`src/design/srtf_pkg.sv`:
```
// shared constants, codes and types of the shortest-remaining-time ready queue
package srtf_pkg;

    localparam int DEPTH = 16;
    localparam int IDX_W = (DEPTH > 1) ? $clog2(DEPTH) : 1;
    localparam int CNT_W = $clog2(DEPTH + 1);

    typedef logic [1:0] t_func;
    localparam t_func FUNC_ADD   = 2'd0;
    localparam t_func FUNC_TAKE  = 2'd1;
    localparam t_func FUNC_QUERY = 2'd2;

    typedef logic [1:0] t_status;
    localparam t_status STATUS_OK    = 2'd0;
    localparam t_status STATUS_FULL  = 2'd1;
    localparam t_status STATUS_EMPTY = 2'd2;

    typedef struct packed {
        logic [7:0]  job_id;
        logic [15:0] arrival;
        logic [15:0] burst;
        logic [15:0] remaining;
    } t_rec;

    typedef struct packed {
        logic             vld;
        logic [IDX_W-1:0] idx;
        logic [IDX_W-1:0] rank;
        t_rec             rec;
    } t_cand;

    typedef struct packed {
        t_status status;
        logic    found;
        t_rec    rec;
        logic    preempt;
        logic    nonempty;
    } t_res;

    typedef enum logic [2:0] {
        ST_IDLE,
        ST_SCAN,
        ST_LAST,
        ST_FINISH,
        ST_RESULT
    } t_state;

endpackage

```
`src/design/srtf_if.sv`:
```
// valid/ready channels of the ready queue: request items in, result items out
interface srtf_in_if;
    logic        valid;
    logic        ready;
    logic [1:0]  func;
    logic [7:0]  job_id;
    logic [15:0] arrival_time;
    logic [15:0] burst_time;
    logic [15:0] remaining_time;

    modport source (output valid, func, job_id, arrival_time, burst_time, remaining_time,
                    input ready);
    modport sink   (input valid, func, job_id, arrival_time, burst_time, remaining_time,
                    output ready);
endinterface

interface srtf_out_if;
    logic        valid;
    logic        ready;
    logic [1:0]  status;
    logic        found;
    logic [7:0]  job_id_out;
    logic [15:0] arrival_out;
    logic [15:0] burst_out;
    logic [15:0] remaining_out;
    logic        preempt;
    logic        queue_nonempty;

    modport source (output valid, status, found, job_id_out, arrival_out, burst_out,
                    remaining_out, preempt, queue_nonempty, input ready);
    modport sink   (input valid, status, found, job_id_out, arrival_out, burst_out,
                    remaining_out, preempt, queue_nonempty, output ready);
endinterface

```
`src/design/srtf_best.sv`:
```
// running minimum over scanned slots: least remaining time, then lowest age rank
module srtf_best (
    input  logic           i_clk,
    input  logic           i_rst_n,
    input  logic           i_clear,
    input  srtf_pkg::t_cand i_cand,
    output srtf_pkg::t_cand o_best
);

    srtf_pkg::t_cand r_best;
    logic            better;

    always_comb begin
        better = i_cand.vld &&
                 (!r_best.vld ||
                  (i_cand.rec.remaining < r_best.rec.remaining) ||
                  ((i_cand.rec.remaining == r_best.rec.remaining) &&
                   (i_cand.rank < r_best.rank)));
    end

    always_ff @(posedge i_clk) begin
        if (!i_rst_n) begin
            r_best.vld <= 1'b0;
        end else if (i_clear) begin
            r_best.vld <= 1'b0;
        end else if (better) begin
            r_best <= i_cand;
        end
    end

    assign o_best = r_best;

endmodule

```
`src/design/srtf_ready_queue.sv`:
```
// top level of the shortest-remaining-time-first ready queue
//
//   channel | dir | handshake   | payload
//   i_in    | in  | valid/ready | func, job_id, arrival_time, burst_time, remaining_time
//   o_out   | out | valid/ready | status, found, job ids and times, preempt, queue_nonempty
//
// add and unused codes go from the idle state straight to the result state; take and query
// first scan the slot memory, one read per slot through its registered read port
// reset empties the table at once through the per-slot valid bits
// a new item is taken while a result waits in the output register
module srtf_ready_queue (
    input  logic       i_clk,
    input  logic       i_rst_n,
    srtf_in_if.sink    i_in,
    srtf_out_if.source o_out
);

    localparam int DEPTH = srtf_pkg::DEPTH;
    localparam int IDX_W = srtf_pkg::IDX_W;
    localparam int CNT_W = srtf_pkg::CNT_W;

    srtf_pkg::t_state r_state, n_state;

    srtf_pkg::t_rec   r_mem [DEPTH];
    srtf_pkg::t_rec   r_rd_data;
    logic [DEPTH-1:0] r_valid;
    logic [IDX_W-1:0] r_rank [DEPTH];
    logic [CNT_W-1:0] r_count;

    logic [IDX_W-1:0] r_idx;
    logic [IDX_W-1:0] r_rd_idx;
    logic             r_rd_vld;
    srtf_pkg::t_func  r_func;
    logic [15:0]      r_query_rem;

    srtf_pkg::t_res   r_res, n_res;
    srtf_pkg::t_res   r_out;
    logic             r_out_vld;

    logic             in_ready;
    logic             load_res;
    logic             start_scan;
    logic             do_add;
    logic             do_take;
    logic             load_out;
    logic             free_ok;
    logic [IDX_W-1:0] free_idx;
    srtf_pkg::t_rec   wr_rec;
    srtf_pkg::t_cand  cand;
    srtf_pkg::t_cand  best;

    // lowest free slot
    always_comb begin
        free_idx = '0;
        free_ok  = 1'b0;
        for (int i = DEPTH - 1; i >= 0; i--) begin
            if (!r_valid[i]) begin
                free_idx = IDX_W'(i);
                free_ok  = 1'b1;
            end
        end
    end

    assign wr_rec.job_id    = i_in.job_id;
    assign wr_rec.arrival   = i_in.arrival_time;
    assign wr_rec.burst     = i_in.burst_time;
    assign wr_rec.remaining = i_in.remaining_time;

    always_comb begin
        cand.vld  = r_rd_vld && r_valid[r_rd_idx];
        cand.idx  = r_rd_idx;
        cand.rank = r_rank[r_rd_idx];
        cand.rec  = r_rd_data;
    end

    srtf_best u_best (
        .i_clk   (i_clk),
        .i_rst_n (i_rst_n),
        .i_clear (start_scan),
        .i_cand  (cand),
        .o_best  (best)
    );

    always_ff @(posedge i_clk) begin
        if (!i_rst_n) begin
            r_state <= srtf_pkg::ST_IDLE;
        end else begin
            r_state <= n_state;
        end
    end

    always_comb begin
        n_state    = r_state;
        in_ready   = 1'b0;
        load_res   = 1'b0;
        start_scan = 1'b0;
        do_add     = 1'b0;
        do_take    = 1'b0;
        load_out   = 1'b0;
        n_res      = '0;
        unique case (r_state)
            srtf_pkg::ST_IDLE: begin
                in_ready = 1'b1;
                if (i_in.valid) begin
                    unique case (i_in.func) inside
                        srtf_pkg::FUNC_ADD: begin
                            do_add         = free_ok;
                            load_res       = 1'b1;
                            n_res.status   = free_ok ? srtf_pkg::STATUS_OK
                                                     : srtf_pkg::STATUS_FULL;
                            n_res.nonempty = free_ok || (r_count != '0);
                            n_state        = srtf_pkg::ST_RESULT;
                        end
                        srtf_pkg::FUNC_TAKE, srtf_pkg::FUNC_QUERY: begin
                            start_scan = 1'b1;
                            n_state    = srtf_pkg::ST_SCAN;
                        end
                        default: begin
                            load_res       = 1'b1;
                            n_res.nonempty = (r_count != '0);
                            n_state        = srtf_pkg::ST_RESULT;
                        end
                    endcase
                end
            end
            srtf_pkg::ST_SCAN: begin
                if (r_idx == IDX_W'(DEPTH - 1)) begin
                    n_state = srtf_pkg::ST_LAST;
                end
            end
            srtf_pkg::ST_LAST: begin
                n_state = srtf_pkg::ST_FINISH;
            end
            srtf_pkg::ST_FINISH: begin
                load_res = 1'b1;
                if (r_func == srtf_pkg::FUNC_TAKE) begin
                    if (best.vld) begin
                        do_take        = 1'b1;
                        n_res.found    = 1'b1;
                        n_res.rec      = best.rec;
                        n_res.nonempty = (r_count > CNT_W'(1));
                    end else begin
                        n_res.status = srtf_pkg::STATUS_EMPTY;
                    end
                end else begin
                    n_res.preempt  = best.vld && (best.rec.remaining < r_query_rem);
                    n_res.nonempty = (r_count != '0);
                end
                n_state = srtf_pkg::ST_RESULT;
            end
            srtf_pkg::ST_RESULT: begin
                if (!r_out_vld || o_out.ready) begin
                    load_out = 1'b1;
                    n_state  = srtf_pkg::ST_IDLE;
                end
            end
            default: begin
                n_state = srtf_pkg::ST_IDLE;
            end
        endcase
    end

    // slot memory: one write port, one registered read port
    always_ff @(posedge i_clk) begin
        if (do_add) begin
            r_mem[free_idx] <= wr_rec;
        end
        r_rd_data <= r_mem[r_idx];
    end

    // scan sequencing
    always_ff @(posedge i_clk) begin
        if (!i_rst_n) begin
            r_idx    <= '0;
            r_rd_vld <= 1'b0;
        end else begin
            r_rd_vld <= (r_state == srtf_pkg::ST_SCAN);
            if (start_scan) begin
                r_idx <= '0;
            end else if (r_state == srtf_pkg::ST_SCAN && r_idx != IDX_W'(DEPTH - 1)) begin
                r_idx <= r_idx + IDX_W'(1);
            end
        end
    end

    always_ff @(posedge i_clk) begin
        r_rd_idx <= r_idx;
        if (start_scan) begin
            r_func      <= i_in.func;
            r_query_rem <= i_in.remaining_time;
        end
        if (load_res) begin
            r_res <= n_res;
        end
    end

    // occupancy and age order
    always_ff @(posedge i_clk) begin
        if (!i_rst_n) begin
            r_valid <= '0;
            r_count <= '0;
        end else if (do_add) begin
            r_valid[free_idx] <= 1'b1;
            r_count           <= r_count + CNT_W'(1);
        end else if (do_take) begin
            r_valid[best.idx] <= 1'b0;
            r_count           <= r_count - CNT_W'(1);
        end
    end

    always_ff @(posedge i_clk) begin
        for (int i = 0; i < DEPTH; i++) begin
            if (do_add && free_idx == IDX_W'(i)) begin
                r_rank[i] <= IDX_W'(r_count);
            end else if (do_take && r_valid[i] && r_rank[i] > best.rank) begin
                r_rank[i] <= r_rank[i] - IDX_W'(1);
            end
        end
    end

    // output register
    always_ff @(posedge i_clk) begin
        if (!i_rst_n) begin
            r_out_vld <= 1'b0;
        end else if (load_out) begin
            r_out_vld <= 1'b1;
        end else if (o_out.ready) begin
            r_out_vld <= 1'b0;
        end
    end

    always_ff @(posedge i_clk) begin
        if (load_out) begin
            r_out <= r_res;
        end
    end

    assign i_in.ready           = in_ready;
    assign o_out.valid          = r_out_vld;
    assign o_out.status         = r_out.status;
    assign o_out.found          = r_out.found;
    assign o_out.job_id_out     = r_out.rec.job_id;
    assign o_out.arrival_out    = r_out.rec.arrival;
    assign o_out.burst_out      = r_out.rec.burst;
    assign o_out.remaining_out  = r_out.rec.remaining;
    assign o_out.preempt        = r_out.preempt;
    assign o_out.queue_nonempty = r_out.nonempty;

endmodule

```
`src/flat_wrapper.sv`:
```
// flat-port wrapper written by rule: the top's interface ports become plain ports
module srtf_ready_queue_flat 
  (i_clk, i_rst_n, i_in_valid, i_in_func, i_in_job_id, i_in_arrival_time, i_in_burst_time, i_in_remaining_time, i_in_ready, o_out_valid, o_out_status, o_out_found, o_out_job_id_out, o_out_arrival_out, o_out_burst_out, o_out_remaining_out, o_out_preempt, o_out_queue_nonempty, o_out_ready);
  srtf_in_if i_in_i ();
  srtf_out_if o_out_i ();
  input  logic i_clk;
  input  logic i_rst_n;
  input wire logic [$bits(i_in_i.valid)-1:0] i_in_valid;
  input wire logic [$bits(i_in_i.func)-1:0] i_in_func;
  input wire logic [$bits(i_in_i.job_id)-1:0] i_in_job_id;
  input wire logic [$bits(i_in_i.arrival_time)-1:0] i_in_arrival_time;
  input wire logic [$bits(i_in_i.burst_time)-1:0] i_in_burst_time;
  input wire logic [$bits(i_in_i.remaining_time)-1:0] i_in_remaining_time;
  output wire logic [$bits(i_in_i.ready)-1:0] i_in_ready;
  output wire logic [$bits(o_out_i.valid)-1:0] o_out_valid;
  output wire logic [$bits(o_out_i.status)-1:0] o_out_status;
  output wire logic [$bits(o_out_i.found)-1:0] o_out_found;
  output wire logic [$bits(o_out_i.job_id_out)-1:0] o_out_job_id_out;
  output wire logic [$bits(o_out_i.arrival_out)-1:0] o_out_arrival_out;
  output wire logic [$bits(o_out_i.burst_out)-1:0] o_out_burst_out;
  output wire logic [$bits(o_out_i.remaining_out)-1:0] o_out_remaining_out;
  output wire logic [$bits(o_out_i.preempt)-1:0] o_out_preempt;
  output wire logic [$bits(o_out_i.queue_nonempty)-1:0] o_out_queue_nonempty;
  input wire logic [$bits(o_out_i.ready)-1:0] o_out_ready;
  assign i_in_i.valid = i_in_valid;
  assign i_in_i.func = i_in_func;
  assign i_in_i.job_id = i_in_job_id;
  assign i_in_i.arrival_time = i_in_arrival_time;
  assign i_in_i.burst_time = i_in_burst_time;
  assign i_in_i.remaining_time = i_in_remaining_time;
  assign i_in_ready = i_in_i.ready;
  assign o_out_valid = o_out_i.valid;
  assign o_out_status = o_out_i.status;
  assign o_out_found = o_out_i.found;
  assign o_out_job_id_out = o_out_i.job_id_out;
  assign o_out_arrival_out = o_out_i.arrival_out;
  assign o_out_burst_out = o_out_i.burst_out;
  assign o_out_remaining_out = o_out_i.remaining_out;
  assign o_out_preempt = o_out_i.preempt;
  assign o_out_queue_nonempty = o_out_i.queue_nonempty;
  assign o_out_i.ready = o_out_ready;
  srtf_ready_queue u_core (.i_clk(i_clk), .i_rst_n(i_rst_n), .i_in(i_in_i), .o_out(o_out_i));
endmodule
```
`config.mk`:
```
export PLATFORM = sky130hd
export DESIGN_NAME = srtf_ready_queue_flat
export DESIGN_NICKNAME = d
export VERILOG_FILES = /design/src/design/srtf_pkg.sv /design/src/design/srtf_if.sv /design/src/design/srtf_best.sv /design/src/design/srtf_ready_queue.sv /design/src/flat_wrapper.sv
export SDC_FILE = /design/constraint.sdc
export NUM_CORES = 1
export LEC_CHECK = 0
export BUFFER_PORTS_ARGS = -buffer_cell sky130_fd_sc_hd__buf_4
export CAP_MARGIN = 30
export CORE_ASPECT_RATIO = 1.1
export CORE_UTILIZATION = 56
export CTS_BUF_LIST = sky130_fd_sc_hd__clkbuf_8 sky130_fd_sc_hd__clkbuf_16
export DETAILED_ROUTE_END_ITERATION = 8
export GPL_TIMING_DRIVEN = 0
export PLACE_DENSITY = 0.84
export SYNTH_ARGS = -nofsm -noshare
export SYNTH_HDL_FRONTEND = slang
export SYNTH_SLANG_ARGS = --single-unit
export TNS_END_PERCENT = 20
```
`constraint.sdc`:
```
create_clock -name i_clk -period 6.1 [get_ports i_clk]
set_input_delay 1.22 -clock i_clk [delete_from_list [all_inputs] [get_ports i_clk]]
set_output_delay 1.22 -clock i_clk [all_outputs]
set_load 0.02 [all_outputs]
```
==> out/summary.txt <==
Worst hold endpoint - u_core.r_rd_idx[2]$_DFF_P_
CTS clk-pin slew, worst paths - 70 ps
CP max stage delay - 800 ps
Setup skew after layout - 24.0 ps
Worst slew pin tran - 1070 ps
Chip width - 285 µm
Psw - 4.44 mW
FF/Latch Area - 0.0368 mm²
Mapped cell area - 0.0492 mm²
Main combinational cell family by area after synthesis - multiplexers
Critical R2R Launch - u_core.r_rd_idx[1]$_DFF_P_
Largest net degree at the start of global routing - 53
Syn nets - 2,598
Compound-Gate Fraction of Synth Area - 2.84%
DR pass1 iterations - 6
Area share of the largest cell type after synthesis - 71.0%
Power share of the clock group - 39.1%
Clock Tree Root - clkbuf_16
Setup Crit Path Kind - flip-flop to flip-flop
Worst-path cell chain - buf_2 -> buf_1 -> mux4_2 -> mux4_2 -> ha_1 -> a2111oi_0 -> o41ai_1 -> a31oi_4 -> buf_16 -> buf_16
Synth area leaders - edfxtp_1 71%, mux4_2 14%, dfxtp_1 3.7%
Max Cap Viol - 0
Mux cell area share after synthesis - 13.9%
Fillers - 5,195
CTS tree - built
Vias in the first global route - 27.6k
RR Endpoint - u_core.u_best.o_best[38]$_DFFE_PP_
Number of top-level pins - 125
Sw Ratio - 23.3%
Nets@finish - 2,886
Reg2Reg Depth - 10
# setup viols final - 0
FMAX - 0.200 GHz
Global Route Usage Sum - 29.9%
DR iter-0 viols - 3,910
Synth Area in Simple Gates - 3.18%
Setup WS pre-CTS - 1150 ps
Pwr per Cell Area - 336 mW/mm²
Initial Util - 56.8%
Post-synth top area cell - edfxtp_1
Post-synth EDFFs - 1,164
Post-CTS Resized - 0
Post-synthesis adder-cell area fraction - 3.08%
Pwr Total - 19.0 mW
DIE AREA - 0.0891 mm²
Worst-skew pair later-pin latency - 720 ps
Final Critical Period - 4990 ps
Most common flop cell mapped by yosys - edfxtp_1
Synth cell types - 69
Post-route ant nets - 0
Fin. Hold Viols - 0
Antenna violations before repair - 13
Clock sinks - 1,255
H-tree Lvls - 3
Synthesized instance count - 2,415
Worst slew margin - 28.7%
Clk buf depth - 3
CP endpoint kind - flip-flop
Delay-heaviest family, CP - compound AO/OA/AOI/OAI gates
Cells on Worst Hold Path - 0
Buffer and inverter count on the worst path - 4
Sequential Power Share - 51.4%
Via count - 26.7k
Combinational group share of total power - 9.4%
# DRC - 0
Required time worst endpoint - 6500 ps
Max-slew violation count - 0
Num CTS Buffers - 113
First-pass GRT wire length - 190 mm
Grt total ovfl - 0
XOR/XNOR Fraction of Synth Area - 0.712%
Status - complete, no violations
DP HPWL - 76.1 mm
Syn_area_per_cell - 20.4 µm²
Wirelength per Cell - 33.2 µm
Setup WS post-layout - 1110 ps
Period utilization - 81.8%
Synth warn - 0
RSZ-0062 raised after global routing - no
P&R area growth vs syn - 15.3%
WP data arrival - 5390 ps
VDD IR max - 0.241 mV
Hold Startpoint - u_core.r_idx[2]$_SDFFE_PP0P_
Int Power - 14.6 mW
Post-Route WL - 132 mm
GP Congestion - 0.886
Setup Buffers After CTS - 0
Hold Crit Class - flip-flop to flip-flop
Vias/cell - 6.75
Async S/R FF share, synth - 0%
Core area - 0.0867 mm²
Hold buffers post-CTS - 0
Area occupied by multi-input gates - 0.0118 mm²
Std cell rows - 113
CP Launch Type - flip-flop
Yosys reg bits - 1,255
Port-buffer cells - 124
Layout cell share with drive strength beyond 1 - 26.1%
Worst R2R Setup Slack - 1110 ps
Sequential area share after synthesis - 74.7%
Lkg Pwr - 18.4 nW
CP max stage cell - a31oi_4
Chip height - 313 µm
Worst-path fanout max - 21
logic make-up (layout without fill, tap and decap cells):
family,after synthesis,in the layout
buf+inv,180,567
mux,305,305
compound gates,216,216
xor+xnor,40,40
fa+ha+maj,121,121
other cells,0,7
flops,1255,1255
simple gates,298,298
routing by layer:
| metal | track usage (%) | part of all wire [%] |
|---|---|---|
| met1 | 37.4 | 34 |
| met2 | 50.0 | 50 |
| met3 | 6.19 | 10 |
| met4 | 15.2 | 5.4 |
| met5 | 0 | 0.078 |
worst max-delay path by stage:
stage | startpoint | endpoint | slack [ps] | depth (start not counted)
6_report | u_core.r_rd_idx[1]$_DFF_P_ | u_core.u_best.o_best[38]$_DFFE_PP_ | 1110 | 10
3_5_place_dp | u_core.r_rd_idx[1]$_DFF_P_ | u_core.u_best.o_best[16]$_DFFE_PP_ | 1150 | 10
4_1_cts | u_core.r_rd_idx[1]$_DFF_P_ | u_core.u_best.o_best[21]$_DFFE_PP_ | 1130 | 10
2_1_floorplan | u_core.r_rd_idx[0]$_DFF_P_ | u_core.u_best.o_best[0]$_DFFE_PP_ | 1030 | 8
5_1_grt | u_core.r_rd_idx[1]$_DFF_P_ | u_core.u_best.o_best[25]$_DFFE_PP_ | 990 | 10
3_3_place_gp | i_in_func[0] | u_core.r_rank[5][0]$_DFFE_PP_ | -2210 | 8
worst register-to-register path, delay by kind of cell (launching register included):
kind	cells	cell delay [ps]
AOI/OAI and AO/OA	3	1460
adders and majority gates	1	310
buffers and inverters	4	1390
DFF	1	520
muxes	2	990
area by class of cell:
cell class / count / area share (%)
flip-flops and latches: 1255 / 64.8
multi-input cells: 980 / 20.8
clock buffers: 125 / 5.37
repair buffers: 173 / 3.60
well taps: 1150 / 2.54
clock inverters: 89 / 1.47
plain buffers: 97 / 0.834
inverters: 83 / 0.558
diodes: 7 / 0.0309
cell usage after synthesis, drive strengths merged, types with 8 or more instances:
cell / instances
edfxtp: 1164
mux4: 302
ha: 121
o21ai: 98
dfxtp: 91
nand2: 89
inv: 82
nor2: 54
buf: 49
clkbuf: 48
and2: 41
o21a: 36
xnor2: 35
nand4: 32
nor3: 23
o2111ai: 22
nor2b: 21
a21oi: 17
o211ai: 9
nand2b: 8
nand3: 8
power groups by stage:
stage,sequential [mW],clock [mW],combinational (mW)
final,9.80,7.45,1.80
after global routing,9.81,7.79,1.89
after CTS,9.80,7.48,1.80
after detailed placement,9.97,0,1.74
after global placement,9.99,0,1.62
after floorplan,10.0,0,1.08
flip-flops by register name, summed over array words and instances, names as in the netlist, 2 cells and up:
signal and cells:
u_core.o_out.job_id_out 8, u_core.o_out.burst_out 16, u_core.r_state 3, u_core.r_valid 16
u_core.r_func 2, u_core.u_best.o_best 65, u_core.o_out.arrival_out 16, u_core.o_out.status 2
u_core.cand 56, u_core.r_rank 64, u_core.r_mem 896, u_core.r_rd_idx 4
u_core.r_count 5, u_core.r_idx 4, u_core.r_res 61, u_core.o_out.remaining_out 16
u_core.r_query_rem 16
placed cells by master, fill, tap and decap left out, types with 17 or more instances in the layout:
| master | Yosys | final |
|---|---|---|
| nand4_1 | 30 | 30 |
| buf_12 | 0 | 20 |
| buf_2 | 28 | 29 |
| nor2b_1 | 21 | 21 |
| mux4_2 | 301 | 301 |
| o21a_1 | 36 | 36 |
| o21ai_0 | 93 | 93 |
| buf_16 | 0 | 23 |
| nor2_1 | 54 | 40 |
| ha_1 | 121 | 121 |
| clkbuf_1 | 46 | 46 |
| clkinv_1 | 1 | 20 |
| clkbuf_16 | 0 | 118 |
| nand2_1 | 89 | 89 |
| dfxtp_1 | 91 | 91 |
| and2_1 | 41 | 41 |
| nor3_1 | 21 | 21 |
| edfxtp_1 | 1164 | 1164 |
| xnor2_1 | 35 | 35 |
| inv_1 | 82 | 98 |
| buf_4 | 9 | 133 |
| o2111ai_1 | 22 | 22 |
| a21oi_1 | 17 | 17 |
through the flow:
| step | setup TNS [ps] | cell area, µm² | utilization, % | std cells | hold WS [ps] |
|---|---|---|---|---|---|
| 6_report | 0 | 56700 | 65.5 | 3959 | 367 |
| 5_1_grt | 0 | 56700 | 65.5 | 3956 | 383 |
| 4_1_cts | 0 | 56700 | 65.4 | 3952 | 364 |
| 3_5_place_dp | 0 | 52800 | 61.0 | 3738 | 348 |
| 3_3_place_gp | -1614190 | 51600 | 59.5 | 3689 | 339 |
| 2_1_floorplan | 0 | 49200 | - | 2415 | 329 |
No activity file was read; power rests on OpenSTA's default activity.
